==> src/hw/rtl/itp_pkg.sv <==
// ------------------------------------------------------------------------
// itp_pkg
// Types, constants and the digit decoder of the integer text parser.
// ------------------------------------------------------------------------
`timescale 1ns / 1ps

package itp_pkg;

  localparam int unsigned VALUE_BITS_DEF = 64;
  localparam int unsigned CHAR_W         = 8;
  localparam int unsigned OUT_W          = 64;
  localparam int unsigned RADIX_W        = 5;
  localparam int unsigned CFG_IDX_W      = 1;
  localparam int unsigned CFG_DATA_W     = 5;

  localparam logic [CHAR_W-1:0]  CHAR_ZERO  = 8'h30;
  localparam logic [CHAR_W-1:0]  CHAR_X     = 8'h78;
  localparam logic [CHAR_W-1:0]  CHAR_MINUS = 8'h2D;
  localparam logic [CHAR_W-1:0]  CHAR_PLUS  = 8'h2B;
  localparam logic [RADIX_W-1:0] RADIX_DEC  = 5'd10;
  localparam logic [RADIX_W-1:0] RADIX_HEX  = 5'd16;

  localparam logic             MODE_AUTO_RST  = 1'b1;
  localparam logic [RADIX_W-1:0] RADIX_RST    = 5'd10;

  typedef enum logic [CFG_IDX_W-1:0] {
    REG_PARSE_MODE  = 1'b0,
    REG_FIXED_RADIX = 1'b1
  } cfg_reg_e;

  typedef enum logic [1:0] {
    PH_START     = 2'd0,
    PH_LEAD_ZERO = 2'd1,
    PH_DECIMAL   = 2'd2,
    PH_HEX       = 2'd3
  } phase_e;

  // Control state carried from one character to the next
  typedef struct packed {
    phase_e phase;
    logic   neg;
    logic   halted;
  } state_t;

  localparam state_t STATE_RST = '{phase: PH_START, neg: 1'b0, halted: 1'b0};

  typedef struct packed {
    logic       ok;
    logic [3:0] val;
  } digit_t;

  // '0'-'9', 'a'-'f', 'A'-'F'; everything else is not a digit
  function automatic digit_t digit_of(logic [CHAR_W-1:0] c);
    digit_t d;
    d.ok  = 1'b1;
    d.val = 4'd0;
    if (c >= 8'h30 && c <= 8'h39) begin
      d.val = 4'(c - 8'h30);
    end else if (c >= 8'h61 && c <= 8'h66) begin
      d.val = 4'(c - 8'h57);
    end else if (c >= 8'h41 && c <= 8'h46) begin
      d.val = 4'(c - 8'h37);
    end else begin
      d.ok = 1'b0;
    end
    return d;
  endfunction

endpackage

==> src/hw/rtl/itp_step.sv <==
// ------------------------------------------------------------------------
// itp_step
// One character of parsing: phase decode, digit check, multiply-add,
// and the signed or fixed-radix result formed from the updated state.
// ------------------------------------------------------------------------
`timescale 1ns / 1ps

module itp_step #(
  parameter int unsigned VALUE_BITS = itp_pkg::VALUE_BITS_DEF
) (
  input  logic [itp_pkg::CHAR_W-1:0]  char_i,
  input  logic                        mode_i,
  input  logic [itp_pkg::RADIX_W-1:0] radix_i,
  input  itp_pkg::state_t             state_i,
  input  logic [VALUE_BITS-1:0]       acc_i,
  output itp_pkg::state_t             state_o,
  output logic [VALUE_BITS-1:0]       acc_o,
  output logic [itp_pkg::OUT_W-1:0]   value_o
);

  itp_pkg::digit_t             dig;
  itp_pkg::state_t             state_ph;
  logic [itp_pkg::RADIX_W-1:0] radix_sel;
  logic                        take;
  logic                        clr_acc;
  logic [VALUE_BITS-1:0]       prod;
  logic [VALUE_BITS-1:0]       auto_v;
  logic signed [VALUE_BITS-1:0] auto_s;
  logic [itp_pkg::OUT_W-1:0]   value_auto;
  logic [itp_pkg::OUT_W-1:0]   acc_wide;

  assign dig = itp_pkg::digit_of(char_i);

  // Phase decode: picks the radix and whether this character is a digit
  always_comb begin
    state_ph  = state_i;
    radix_sel = itp_pkg::RADIX_DEC;
    take      = 1'b0;
    clr_acc   = 1'b0;
    if (!state_i.halted) begin
      if (!mode_i) begin
        take      = 1'b1;
        radix_sel = radix_i;
      end else begin
        unique case (state_i.phase)
          itp_pkg::PH_START: begin
            if (char_i == itp_pkg::CHAR_MINUS) begin
              state_ph.neg   = 1'b1;
              state_ph.phase = itp_pkg::PH_DECIMAL;
            end else if (char_i == itp_pkg::CHAR_PLUS) begin
              state_ph.phase = itp_pkg::PH_DECIMAL;
            end else if (char_i == itp_pkg::CHAR_ZERO) begin
              clr_acc        = 1'b1;
              state_ph.phase = itp_pkg::PH_LEAD_ZERO;
            end else begin
              state_ph.phase = itp_pkg::PH_DECIMAL;
              take           = 1'b1;
            end
          end
          itp_pkg::PH_LEAD_ZERO: begin
            if (char_i == itp_pkg::CHAR_X) begin
              state_ph.phase = itp_pkg::PH_HEX;
            end else begin
              state_ph.phase = itp_pkg::PH_DECIMAL;
              take           = 1'b1;
            end
          end
          itp_pkg::PH_DECIMAL: begin
            take = 1'b1;
          end
          itp_pkg::PH_HEX: begin
            take      = 1'b1;
            radix_sel = itp_pkg::RADIX_HEX;
          end
          default: begin
            take = 1'b1;
          end
        endcase
      end
    end
  end

  // Multiply-add, wrapping at the accumulator width
  assign prod = VALUE_BITS'(acc_i * radix_sel);

  // A non-digit, or a digit at or above the radix, stops parsing for the rest of the string
  always_comb begin
    acc_o   = acc_i;
    state_o = state_ph;
    if (clr_acc) begin
      acc_o = '0;
    end else if (take) begin
      if (!dig.ok || ({1'b0, dig.val} >= radix_sel)) begin
        state_o.halted = 1'b1;
      end else begin
        acc_o = prod + VALUE_BITS'(dig.val);
      end
    end
  end

  // Result forms: signed auto value or low 32 bits in fixed mode
  assign auto_v     = state_o.neg ? (VALUE_BITS'(0) - acc_o) : acc_o;
  assign auto_s     = auto_v;
  assign value_auto = 64'(auto_s);
  assign acc_wide   = 64'(acc_o);
  assign value_o    = mode_i ? value_auto : {32'd0, acc_wide[31:0]};

endmodule

==> src/hw/rtl/integer_text_parser.sv <==
// One character is taken per clock on s_axis with tlast on the final one;
// a string's result passes from the input register through the step stage
// into the result register, which drives m_axis and holds it until taken.
// Throughput is one character per cycle, set by the multiply-by-radix and
// add that carries the accumulator from one character to the next. The input
// stalls only when a final character reaches the step stage while the
// result register still holds an untaken result.
// ------------------------------------------------------------------------
// integer_text_parser
// Streaming decimal/hex integer parser with a plain config write port.
// ------------------------------------------------------------------------
`timescale 1ns / 1ps

module integer_text_parser #(
  parameter int unsigned VALUE_BITS = itp_pkg::VALUE_BITS_DEF
) (
  input  logic                           clk_i,
  input  logic                           rst_ni,
  // config write port
  input  logic                           cfg_we_i,
  input  logic [itp_pkg::CFG_IDX_W-1:0]  cfg_idx_i,
  input  logic [itp_pkg::CFG_DATA_W-1:0] cfg_data_i,
  // character requests
  input  logic                           s_axis_tvalid,
  output logic                           s_axis_tready,
  input  logic [7:0]                     s_axis_tdata,   // [7:0] char_code
  input  logic                           s_axis_tlast,   // is_final
  // result requests
  output logic                           m_axis_tvalid,
  input  logic                           m_axis_tready,
  output logic [63:0]                    m_axis_tdata    // [63:0] parsed_value
);

  logic                        mode_q;
  logic [itp_pkg::RADIX_W-1:0] radix_q;

  logic                        in_vld_q;
  logic [itp_pkg::CHAR_W-1:0]  char_q;
  logic                        fin_q;

  itp_pkg::state_t             state_q, state_d, state_nxt;
  logic [VALUE_BITS-1:0]       acc_q, acc_d, acc_nxt;
  logic [itp_pkg::OUT_W-1:0]   value_nxt;

  logic                        out_vld_q, out_vld_d;
  logic [itp_pkg::OUT_W-1:0]   out_data_q;

  logic                        advance;
  logic                        in_take;

  // Config registers
  always_ff @(posedge clk_i or negedge rst_ni) begin
    if (!rst_ni) begin
      mode_q  <= itp_pkg::MODE_AUTO_RST;
      radix_q <= itp_pkg::RADIX_RST;
    end else if (cfg_we_i) begin
      unique case (itp_pkg::cfg_reg_e'(cfg_idx_i))
        itp_pkg::REG_PARSE_MODE:  mode_q  <= cfg_data_i[0];
        itp_pkg::REG_FIXED_RADIX: radix_q <= cfg_data_i[itp_pkg::RADIX_W-1:0];
        default: ;
      endcase
    end
  end

  // Handshake: a final character needs room in the result register
  assign advance       = in_vld_q && (!fin_q || !out_vld_q || m_axis_tready);
  assign s_axis_tready = !in_vld_q || advance;
  assign in_take       = s_axis_tvalid && s_axis_tready;

  // Input register
  always_ff @(posedge clk_i or negedge rst_ni) begin
    if (!rst_ni) begin
      in_vld_q <= 1'b0;
    end else if (s_axis_tready) begin
      in_vld_q <= s_axis_tvalid;
    end
  end

  always_ff @(posedge clk_i) begin
    if (in_take) begin
      char_q <= s_axis_tdata;
      fin_q  <= s_axis_tlast;
    end
  end

  itp_step #(
    .VALUE_BITS (VALUE_BITS)
  ) u_step (
    .char_i  (char_q),
    .mode_i  (mode_q),
    .radix_i (radix_q),
    .state_i (state_q),
    .acc_i   (acc_q),
    .state_o (state_nxt),
    .acc_o   (acc_nxt),
    .value_o (value_nxt)
  );

  // Parse state: updated per character, back to start after a final one
  always_comb begin
    state_d = state_q;
    acc_d   = acc_q;
    if (advance) begin
      if (fin_q) begin
        state_d = itp_pkg::STATE_RST;
        acc_d   = '0;
      end else begin
        state_d = state_nxt;
        acc_d   = acc_nxt;
      end
    end
  end

  always_ff @(posedge clk_i or negedge rst_ni) begin
    if (!rst_ni) begin
      state_q <= itp_pkg::STATE_RST;
      acc_q   <= '0;
    end else begin
      state_q <= state_d;
      acc_q   <= acc_d;
    end
  end

  // Result register
  always_comb begin
    out_vld_d = out_vld_q;
    priority if (advance && fin_q) begin
      out_vld_d = 1'b1;
    end else if (m_axis_tready) begin
      out_vld_d = 1'b0;
    end
  end

  always_ff @(posedge clk_i or negedge rst_ni) begin
    if (!rst_ni) begin
      out_vld_q <= 1'b0;
    end else begin
      out_vld_q <= out_vld_d;
    end
  end

  always_ff @(posedge clk_i) begin
    if (advance && fin_q) begin
      out_data_q <= value_nxt;
    end
  end

  assign m_axis_tvalid = out_vld_q;
  assign m_axis_tdata  = out_data_q;

endmodule

==> config.mk <==
export PLATFORM = sky130hd
export DESIGN_NAME = integer_text_parser
export DESIGN_NICKNAME = d
export VERILOG_FILES = /design/src/hw/rtl/itp_pkg.sv /design/src/hw/rtl/itp_step.sv /design/src/hw/rtl/integer_text_parser.sv
export SDC_FILE = /design/constraint.sdc
export NUM_CORES = 1
export LEC_CHECK = 0
export ABC_CLOCK_PERIOD_IN_PS = 9700
export BUFFER_PORTS_ARGS = -buffer_cell sky130_fd_sc_hd__clkbuf_2
export CORE_UTILIZATION = 40
export CTS_CLUSTER_SIZE = 30
export DETAILED_ROUTE_END_ITERATION = 8
export PLACE_DENSITY = 0.62
export SYNTH_ARGS = -nofsm -noshare
export SYNTH_HDL_FRONTEND = slang
export SYNTH_SLANG_ARGS = --single-unit
==> constraint.sdc <==
create_clock -name clk_i -period 9.7 [get_ports clk_i]
set_input_delay 0.97 -clock clk_i [delete_from_list [all_inputs] [get_ports clk_i]]
set_output_delay 0.97 -clock clk_i [all_outputs]
set_load 0.005 [all_outputs]
# == Yosys cells after proc, flatten, opt, wreduce, memory -nomap -nowiden ==
# Cells that the tools add are included.
# classes
addsub,5
n_mux,43
multipliers,1
bitwise_logic,1
order_cmp,7
n_eq_ne,9
reduce_logical,25
# op_table
cell,n
2-to-1 mux 64 bit,5
adder 64 x 4 -> 64 bit,1
multiplier 64 x 5 -> 64 bit,1
"subtractor 1 x 64 -> 64 bit, first input constant",1
2-to-1 mux 32 bit,1
"equality test 8 x 6 -> 1 bit, second input constant",3
2-to-1 mux 1 bit,23
">= comparator 8 x 7 -> 1 bit, second input constant",2
"less-or-equal comparator 8 x 7 -> 1 bit, second input constant",2
2-to-1 mux 4 bit,4
2-to-1 mux 5 bit,3
"equality test 8 x 7 -> 1 bit, second input constant",1
">= comparator 8 x 6 -> 1 bit, second input constant",1
"less-or-equal comparator 8 x 6 -> 1 bit, second input constant",1
AND reduction 4 bit,2
nonzero test 2 bit,4
"subtractor 4 x 3 -> 4 bit, second input constant",2
logical AND 1 bit,6
2-to-1 mux 2 bit,3
2-to-1 mux 3 bit,2
>= comparator 4 x 5 -> 1 bit,1
"equality test 2 bit, second input constant",2
zero test 1 bit,4
logical OR 1 bit,4
10 further kinds,12
# totals
out_inout_bits,66
input_bits,20
reg_bits,149
wordCells,103

# == Logic depth before layout (Yosys ltp) ==
# Gate-level depths: netlist of the first run.
# depth
depth_word,13
mapped_depth,30
depth_no_buf,25

# == Modules after synthesis ==
# From an unflattened synthesis of the first run, not the netlist that was laid out.
# hier_totals
hier_cells,2704
hier_area_um2,22054.9
# by_module_without_submodules
module,n_inst,area_each_um2,cells_each,seq_area_each_um2
itp_step,1,15696.3,2222,0.0
integer_text_parser,1,6358.6,482,4097.7

# == Worst setup path after synthesis of the first run ==
# No wires, ideal clock.
# synth_timing
path_kind,reg-to-reg
start,register mode_q
end,register out_data_q (netlist bit m_axis_tdata[58]) (data pin)
stages_incl_launch_ff,25
path_buffers,3
synth_period_minus_slack_ps,6626
slack_ps,3074
t_required_ps,9434
setup_time_ps,266
arrival_ps,6360
cell_sequence,dfstp_2 > buf_2 > or2_2 > a21oi_1 > clkbuf_1 > nor2b_1 > ha_1 > inv_1 > fa_1 > fa_1 > inv_1 > ha_1 > buf_2 > nand4_1 > nor4_1 > a22oi_2 > a2111oi_1 > a221oi_2 > mux2i_1 > or3_1 > a211oi_2 > nand2_2 > o41ai_1 > xnor2_1 > nor2_1
# synth_between
elab_chain_cells,9
word_cells_on_any_way,17
cone_classes,add/sub: 2; mul: 1; order compare: 1; mux: 12; reduce/logical: 1
# synth_rtl
element,line_no,rtl
start: declaration,integer_text_parser.sv:34,logic mode_q;
start signal: assignment,integer_text_parser.sv:54,mode_q <= itp_pkg::MODE_AUTO_RST;
start signal: assignment,integer_text_parser.sv:58,itp_pkg::REG_PARSE_MODE: mode_q <= cfg_data_i[0];
2-to-1 mux 5 bit,itp_step.sv:41,if (!mode_i) begin
2-to-1 mux 5 bit,itp_step.sv:40,if (!state_i.halted) begin
multiplier 64 x 5 -> 64 bit / >= comparator 4 x 5 -> 1 bit (equally long branches),"itp_step.sv:84, itp_step.sv:93",
adder 64 x 4 -> 64 bit / logical OR 1 bit (equally long branches),"itp_step.sv:96, itp_step.sv:93",
2-to-1 mux 64 bit,itp_step.sv:93,"if (!dig.ok || ({1'b0, dig.val} >= radix_sel)) begin"
2-to-1 mux 64 bit,itp_step.sv:92,end else if (take) begin
2-to-1 mux 64 bit,itp_step.sv:90,if (clr_acc) begin
subtractor 1 x 64 -> 64 bit,itp_step.sv:102,assign auto_v = state_o.neg ? (VALUE_BITS'(0) - acc_o) : acc_o;
2-to-1 mux 64 bit,itp_step.sv:102,
end signal: assignment,integer_text_parser.sv:144,out_data_q <= value_nxt;
end: declaration,integer_text_parser.sv:46,logic [itp_pkg::OUT_W-1:0] out_data_q;
# Several ways; a longest one is shown, not always the timed one. The select of a mux whose other input is x is not followed.
# A chain may end at the register's enable or synchronous reset.

# == Worst setup path after layout of the first run ==
# layout_timing
start,register mode_q
end,register out_data_q (netlist bit m_axis_tdata[55]) (data pin)
# The elaborated chain is that of the path after synthesis.

==> results of run 1 <==
synth_stat cells (all sizes together) (7+ instances only):
library cell	n	area share
a2111oi	8	0.0046
a211oi	25	0.010
a21o	25	0.0090
a21oi	124	0.030
a22o	25	0.011
a31oi	19	0.0063
and2	113	0.034
and3	131	0.039
buf	38	0.011
clkbuf	103	0.019
dfrtp	73	0.088
edfxtp	73	0.11
fa	182	0.17
ha	135	0.081
inv	334	0.060
mux2	8	0.0045
mux2i	21	0.010
nand2	267	0.048
nand2b	14	0.0042
nand3	54	0.013
nand4	35	0.011
nand4b	7	0.0037
nor2	123	0.022
nor2b	70	0.021
nor3	46	0.012
nor4	11	0.0033
o211ai	22	0.0079
o21a	21	0.0076
o21ai	129	0.031
o21bai	11	0.0040
o31a	8	0.0034
o31ai	22	0.0095
o41ai	14	0.0066
or2	11	0.0033
or3	22	0.0068
xnor2	54	0.023
xor2	25	0.011
cell type report:
| class | instances | area share |
|---|---|---|
| clock inverter | 14 | 0.00566 |
| antenna | 1 | 0.000112 |
| clock buffer | 18 | 0.0192 |
| tap | 680 | 0.0381 |
| timing repair buffer | 113 | 0.0286 |
| multi-input combinational | 1889 | 0.669 |
| sequential | 149 | 0.183 |
| inverter | 334 | 0.0562 |
cell families after synthesis:
| kind of cell | Yosys count |
|---|---|
| adder cells (fa/ha/maj) | 317 |
| AO/OA/AOI/OAI | 527 |
| buffers and inverters | 475 |
| multiplexers | 29 |
| AND/OR/NAND/NOR | 937 |
| XOR/XNOR | 79 |
| flip-flops | 149 |
per-layer routing:
metal | global-route usage | vias up
met5 | 0 | -
met4 | 0.0853 | 0
met3 | 0.0475 | 115
met2 | 0.412 | 831
met1 | 0.369 | 9418
li1 | - | 8573
flip-flops by register name (all words and copies together) (netlist names):
name           cells
fin_q              1
acc_q             64
in_vld_q           1
m_axis_tvalid      1
mode_q             1
m_axis_tdata      64
radix_q            5
state_q            4
char_q             8
per-stage QoR:
| step | setup WS (ns) | std cells | utilization |
|---|---|---|---|
| final | 0.865 | 3198 | 0.435 |
| after global routing | 0.520 | 3197 | 0.434 |
| after CTS | 1.09 | 3197 | 0.434 |
| after detailed placement | 1.10 | 3165 | 0.424 |
| after global placement | 1.07 | 3165 | 0.424 |
| after floorplan | 3.07 | 2513 | - |
power groups by stage:
| stage | Clock, mW | Sequential, mW | Combinational (mW) |
|---|---|---|---|
| after floorplan | 0 | 0.715 | 0.243 |
| after global placement | 0 | 0.734 | 0.366 |
| after detailed placement | 0 | 0.734 | 0.373 |
| after CTS | 0.686 | 0.722 | 0.375 |
| after global routing | 0.705 | 0.724 | 0.409 |
| final | 0.675 | 0.723 | 0.378 |
path summary, 6_finish.rpt:
check,slack [ns],from,cells after the start,to
min in group clk_i,0.52,acc_q[63],2,acc_q[63]
worst min register to register,0.52,acc_q[63],2,acc_q[63]
worst max register to register,0.87,mode_q,22,m_axis_tdata[55]
worst max-delay path,0.87,mode_q,22,m_axis_tdata[55]
max in group asynchronous,8.09,rst_ni,2,acc_q[19]
worst min-delay path,0.44,rst_ni,1,acc_q[55]
worst max-delay path, delay by kind of cell (launching register included):
family / cells / cell delay (ns)
flops: 1 / 0.81
compound gates: 8 / 3.70
simple gates: 5 / 1.24
fa+ha+maj: 4 / 1.79
mux: 2 / 0.58
buf+inv: 3 / 0.46
==> run_results.csv, run 1 <==
group,metric,value,unit
route,routed_wl,68900,um
setup_path,arrival,9.12,ns
pwr,pwr-share-comb,0.213,
logic_synthesis,synth_edf_count,73,
logic_synthesis,muxShareOfSynthArea,0.0146,
worst_hold_path,hold_path.class,"in2async",
grt,grt_max_degree,66,
setup_path,worst-setup-path-type,"reg2reg",
clock_network,numCtsBuffers,17,
logic_synthesis,synth-compound-area-share,0.174,
route,drt-initial-drc-count,1851,
floorplanning,ios,86,
logic_synthesis,synth-seq-cells,149,
route,postRouteAntennaNets,0,
route,route.met3.wl,5610,um
route,wl_per_cell,21.5,um
setup_path,critPathRequiredTime,9.98,ns
route,drt-pass1-iter-count,6,
clock_network,tritoncts,"yes",
clock_network,holdBufCountCts,0,
sta,holdWs,0.439,ns
setup_path,slowest_delay,0.92,ns
pwr,p_total,1.78,mW
route,m1WireLength,30600,um
sta,setup_tns,0,ns
logic_synthesis,synth_cells,2513,
finish,final_cell_mix,"inv_1 (333), nand2_1 (264), fa_1 (182)",
sta,setup_viol,0,
sta,worst_pin_slew,1.23,ns
sta,fin_crit_sh,0.911,
sta,rsz0062_at_grt,"no",
setup_path,crit_path_start_kind,"register",
logic_synthesis,mappedNetlistArea,20800,um2
sta,hold_viol,0,
clock_network,post_cts_buffers,0,
setup_path,cp_cell_sequence,"nand3_1, a21oi_4, buf_4, and2_1, fa_1, inv_1, fa_1, fa_1, inv_1, ha_1, a21oi_1, o21ai_0, a221oi_1, nand2_1, o21ai_0, o21ai_0, mux2i_1, o31a_1, nand4b_4, nor3_4, a21oi_2, mux2i_1",
logic_synthesis,async_flop_share,0.510,
clock_network,insertion_delay,0.49,ns
floorplanning,die_y,230,um
floorplanning,die_w,230,um
finish,syn2layout_area_growth,7.17,%
pwr,p_sw_frac,0.357,
sta,relSlewSlack,0.181,
route,routed.top_layer,"met4",
clock_network,cts_resized,0,
finish,nFillCells,5054,
sta,skew,0.0113,ns
flow_run,maxCapViolations,0,
pwr,p_seq_frac,0.407,
logic_synthesis,synth-simple-area-share,0.236,
status,outcome,"finished, final reports clean",
clock_network,cts_max_level,4,
route,wl_met2,30700,um
grt,grt_pass1_wl,108000,um
setup_path,end_kind,"register",
pwr,power.share.clock,0.380,
logic_synthesis,synth_nets,2850,
logic_synthesis,synth.yosys.warnings,0,
finish,final_common_cell,"inv_1",
clock_network,cts_root_buffer,"clkbuf_16",
clock_network,cts_buffer_depth,2,
grt,grt_overflow_total,0,
finish,layout-drive-gt1-share,0.0870,
pwr,p_leak,10.1,nW
finish,multi_input_area,14900,um2
logic_synthesis,syn_avg_cell_area,8.29,um2
logic_synthesis,synth_xor_area_frac,0.0332,
logic_synthesis,synthAdderAreaFrac,0.256,
sta,max_freq,113,MHz
finish,nets,2841,
grt,grt_usage,0.264,
grt,grt_pass1_vias,18755,
pwr,p_switching,0.633,mW
route,remaining_drc_errors,0,
sta,min_period,8.83,ns
logic_synthesis,synth_top_family_by_area,"adder cells",
placed_design,io_buffers,85,
floorplanning,initial_utilization,0.405,
floorplanning,die_area,53000,um2
pwr,internal_power,1.14,mW
placed_design,placed_area,21800,um2
floorplanning,fp-row-count,83,
route,vias,18937,
finish,final_area,22300,um2
route,vias_per_cell,5.92,
clock_network,clock_sinks,149,
placed_design,gp_congestion,0.960,
finish,regArea,4100,um2
clock_network,clk_pin_slew,0.07,ns
floorplanning,core,51400,um2
setup_path,cp_max_fo,31,
logic_synthesis,synthFlopType,"edfxtp_1",
pwr,power_density,79.5,nW/um2
logic_synthesis,synth_cell_types,106,
logic_synthesis,yosysSeqAreaShare,0.197,
grt,grt_antenna_before_repair,0,
pwr,ir_drop,0.137,mV
placed_design,hpwl,51400,um
sta,drv_slew,0,
setup_path,cpMaxStageDelayCell,"a21oi_4",
(Power assumes the default switching activity.)
==> run 2: changes to the inputs <==
GPL_TIMING_DRIVEN = 0   (was unset)
==> run 2 against run 1 <==
Flip-flop and latch count is the same. Non-clock buffer count grew 114. Worst hold slack gained 0.028 ns. Cell count grew 3.8%. Global-route usage grew 2.9 points.
==> run_results.csv, run 2 (synthesis gave the netlist of run 1 again) <==
group,metric,value,unit
floorplanning,initial_utilization,0.405,
grt,grt_antenna_before_repair,6,
pwr,p_switching,0.656,mW
finish,final_cell_mix,"inv_1 (333), nand2_1 (265), fa_1 (182)",
setup_path,worst-setup-path-type,"reg2reg",
floorplanning,core,51400,um2
setup_path,slowest_delay,0.71,ns
placed_design,hpwl,60200,um
sta,skew,0.0139,ns
route,remaining_drc_errors,0,
clock_network,numCtsBuffers,17,
setup_path,critPathRequiredTime,9.91,ns
setup_path,arrival,9.78,ns
route,routed_wl,77500,um
sta,setup_viol,0,
grt,grt_overflow_total,0,
placed_design,gp_congestion,0.943,
setup_path,timing.critical_path.buf_inv,11,
grt,grt_max_degree,49,
floorplanning,die_w,230,um
sta,drv_slew,0,
pwr,p_seq_frac,0.380,
clock_network,clock_sinks,149,
grt,grt_usage,0.294,
route,wl_per_cell,23.4,um
pwr,p_leak,10.3,nW
finish,final_common_cell,"inv_1",
route,vias_per_cell,5.90,
clock_network,cts_root_buffer,"clkbuf_16",
clock_network,tritoncts,"yes",
clock_network,insertion_delay,0.49,ns
setup_path,cpMaxStageDelayCell,"clkbuf_1",
finish,syn2layout_area_growth,9.62,%
pwr,ir_drop,0.156,mV
sta,holdWs,0.468,ns
clock_network,clk_pin_slew,0.07,ns
route,drt-pass1-iter-count,6,
setup_path,cp_common_cell,"clkbuf_1",
floorplanning,fp-row-count,83,
sta,hold_viol,0,
finish,nets,2955,
setup_path,cp_max_fo,10,
sta,worst_pin_slew,1.44,ns
pwr,power_density,82.4,nW/um2
grt,grt_pass1_vias,19260,
flow_run,maxCapViolations,0,
setup_path,path_delay_family,"buffers and inverters",
pwr,p_sw_frac,0.349,
sta,min_period,9.57,ns
sta,fin_crit_sh,0.987,
placed_design,io_buffers,85,
worst_hold_path,hold_path.class,"in2async",
clock_network,post_cts_buffers,0,
floorplanning,die_area,53000,um2
setup_path,end_kind,"register",
setup_path,crit_cells,28,
sta,rsz0062_at_grt,"no",
finish,layout-drive-gt1-share,0.0870,
sta,max_freq,104,MHz
setup_path,rrSetupSlack,0.13,ns
pwr,pwr-share-comb,0.232,
route,postRouteAntennaNets,0,
floorplanning,ios,86,
route,drt-initial-drc-count,2104,
clock_network,cts_max_level,4,
sta,relSlewSlack,0.0290,
status,outcome,"finished, final reports clean",
clock_network,cts_buffer_depth,2,
setup_path,ff2ff_path_depth,28,
route,vias,19573,
setup_path,crit_path_start_kind,"register",
grt,grt_pass1_wl,117000,um
sta,setup_tns,0,ns
pwr,power.share.clock,0.388,
finish,utilization,0.444,
pwr,internal_power,1.23,mW
floorplanning,die_y,230,um
## run 2: changes by cell type in the layout (fill, tap and decap cells not counted), moves of 5 or more
cell / previous run / this run
buf_4: 29 / 3
clkbuf_2: 84 / 89
clkbuf_1: 1 / 98
diode_2: 1 / 8
buf_6: 0 / 6
buf_1: 0 / 9
buf_2: 0 / 19
## run 2: power groups by stage
stage | logic, mW | clock network [mW] | registers [mW]
global route | 0.463 | 0.757 | 0.717
global placement | 0.417 | 0 | 0.722
detailed placement | 0.428 | 0 | 0.722
floorplan | 0.243 | 0 | 0.715
CTS | 0.425 | 0.740 | 0.715
finish | 0.436 | 0.730 | 0.716
## run 2: layer usage
| layer | share of wire | global-route usage |
|---|---|---|
| met1 | 0.44 | 0.409 |
| met2 | 0.44 | 0.448 |
| met5 | 0 | 0 |
| met4 | 0.036 | 0.108 |
| met3 | 0.080 | 0.0587 |
## run 2: final cells by class
class | instances | area, um2
Fill cell | 5122 | 28600
Multi-Input combinational cell | 1889 | 14900
Sequential cell | 149 | 4100
Inverter | 334 | 1260
Tap cell | 680 | 851
Buffer | 139 | 608
Timing Repair Buffer | 88 | 498
Clock buffer | 21 | 470
Clock inverter | 11 | 148
Antenna cell | 8 | 20.0
## run 2: worst reg2reg max path, delay by kind of cell (launching register included)
kind	cells	cell delay (ns)
buffers and inverters	11	3.62
and+or+nand+nor	8	2.98
AOI/OAI and AO/OA	6	1.47
adders and majority gates	2	0.54
DFF	1	0.37
muxes	1	0.27
## run 2: metrics by stage
step / worst slack (ns) / total power, mW / instances / area [um2]
finish: 0.128 / 1.88 / 3319 / 22800
global route: 0.149 / 1.94 / 3311 / 22800
CTS: 0.00580 / 1.88 / 3312 / 22800
detailed placement: -0.445 / 1.15 / 3281 / 22200
global placement: -0.420 / 1.14 / 3278 / 22100
floorplan: 3.07 / 0.957 / 2513 / 20800
## run 2: final timing paths
| kind | endpoint | start |
|---|---|---|
| max | m_axis_tdata[62] | state_q[0] |
| min reg2reg | radix_q[4] | radix_q[4] |
| max in group asynchronous | acc_q[1] | rst_ni |
| min | radix_q[2] | rst_ni |
| max reg2reg | m_axis_tdata[62] | state_q[0] |
| min in group clk_i | radix_q[4] | radix_q[4] |
## run 2: timing repair
action                     CTS  global route
gates cloned                 0             0
gates resized for setup      2             2
setup endpoints to repair   17            16
hold buffers                 0             0
pin swaps                    0             0
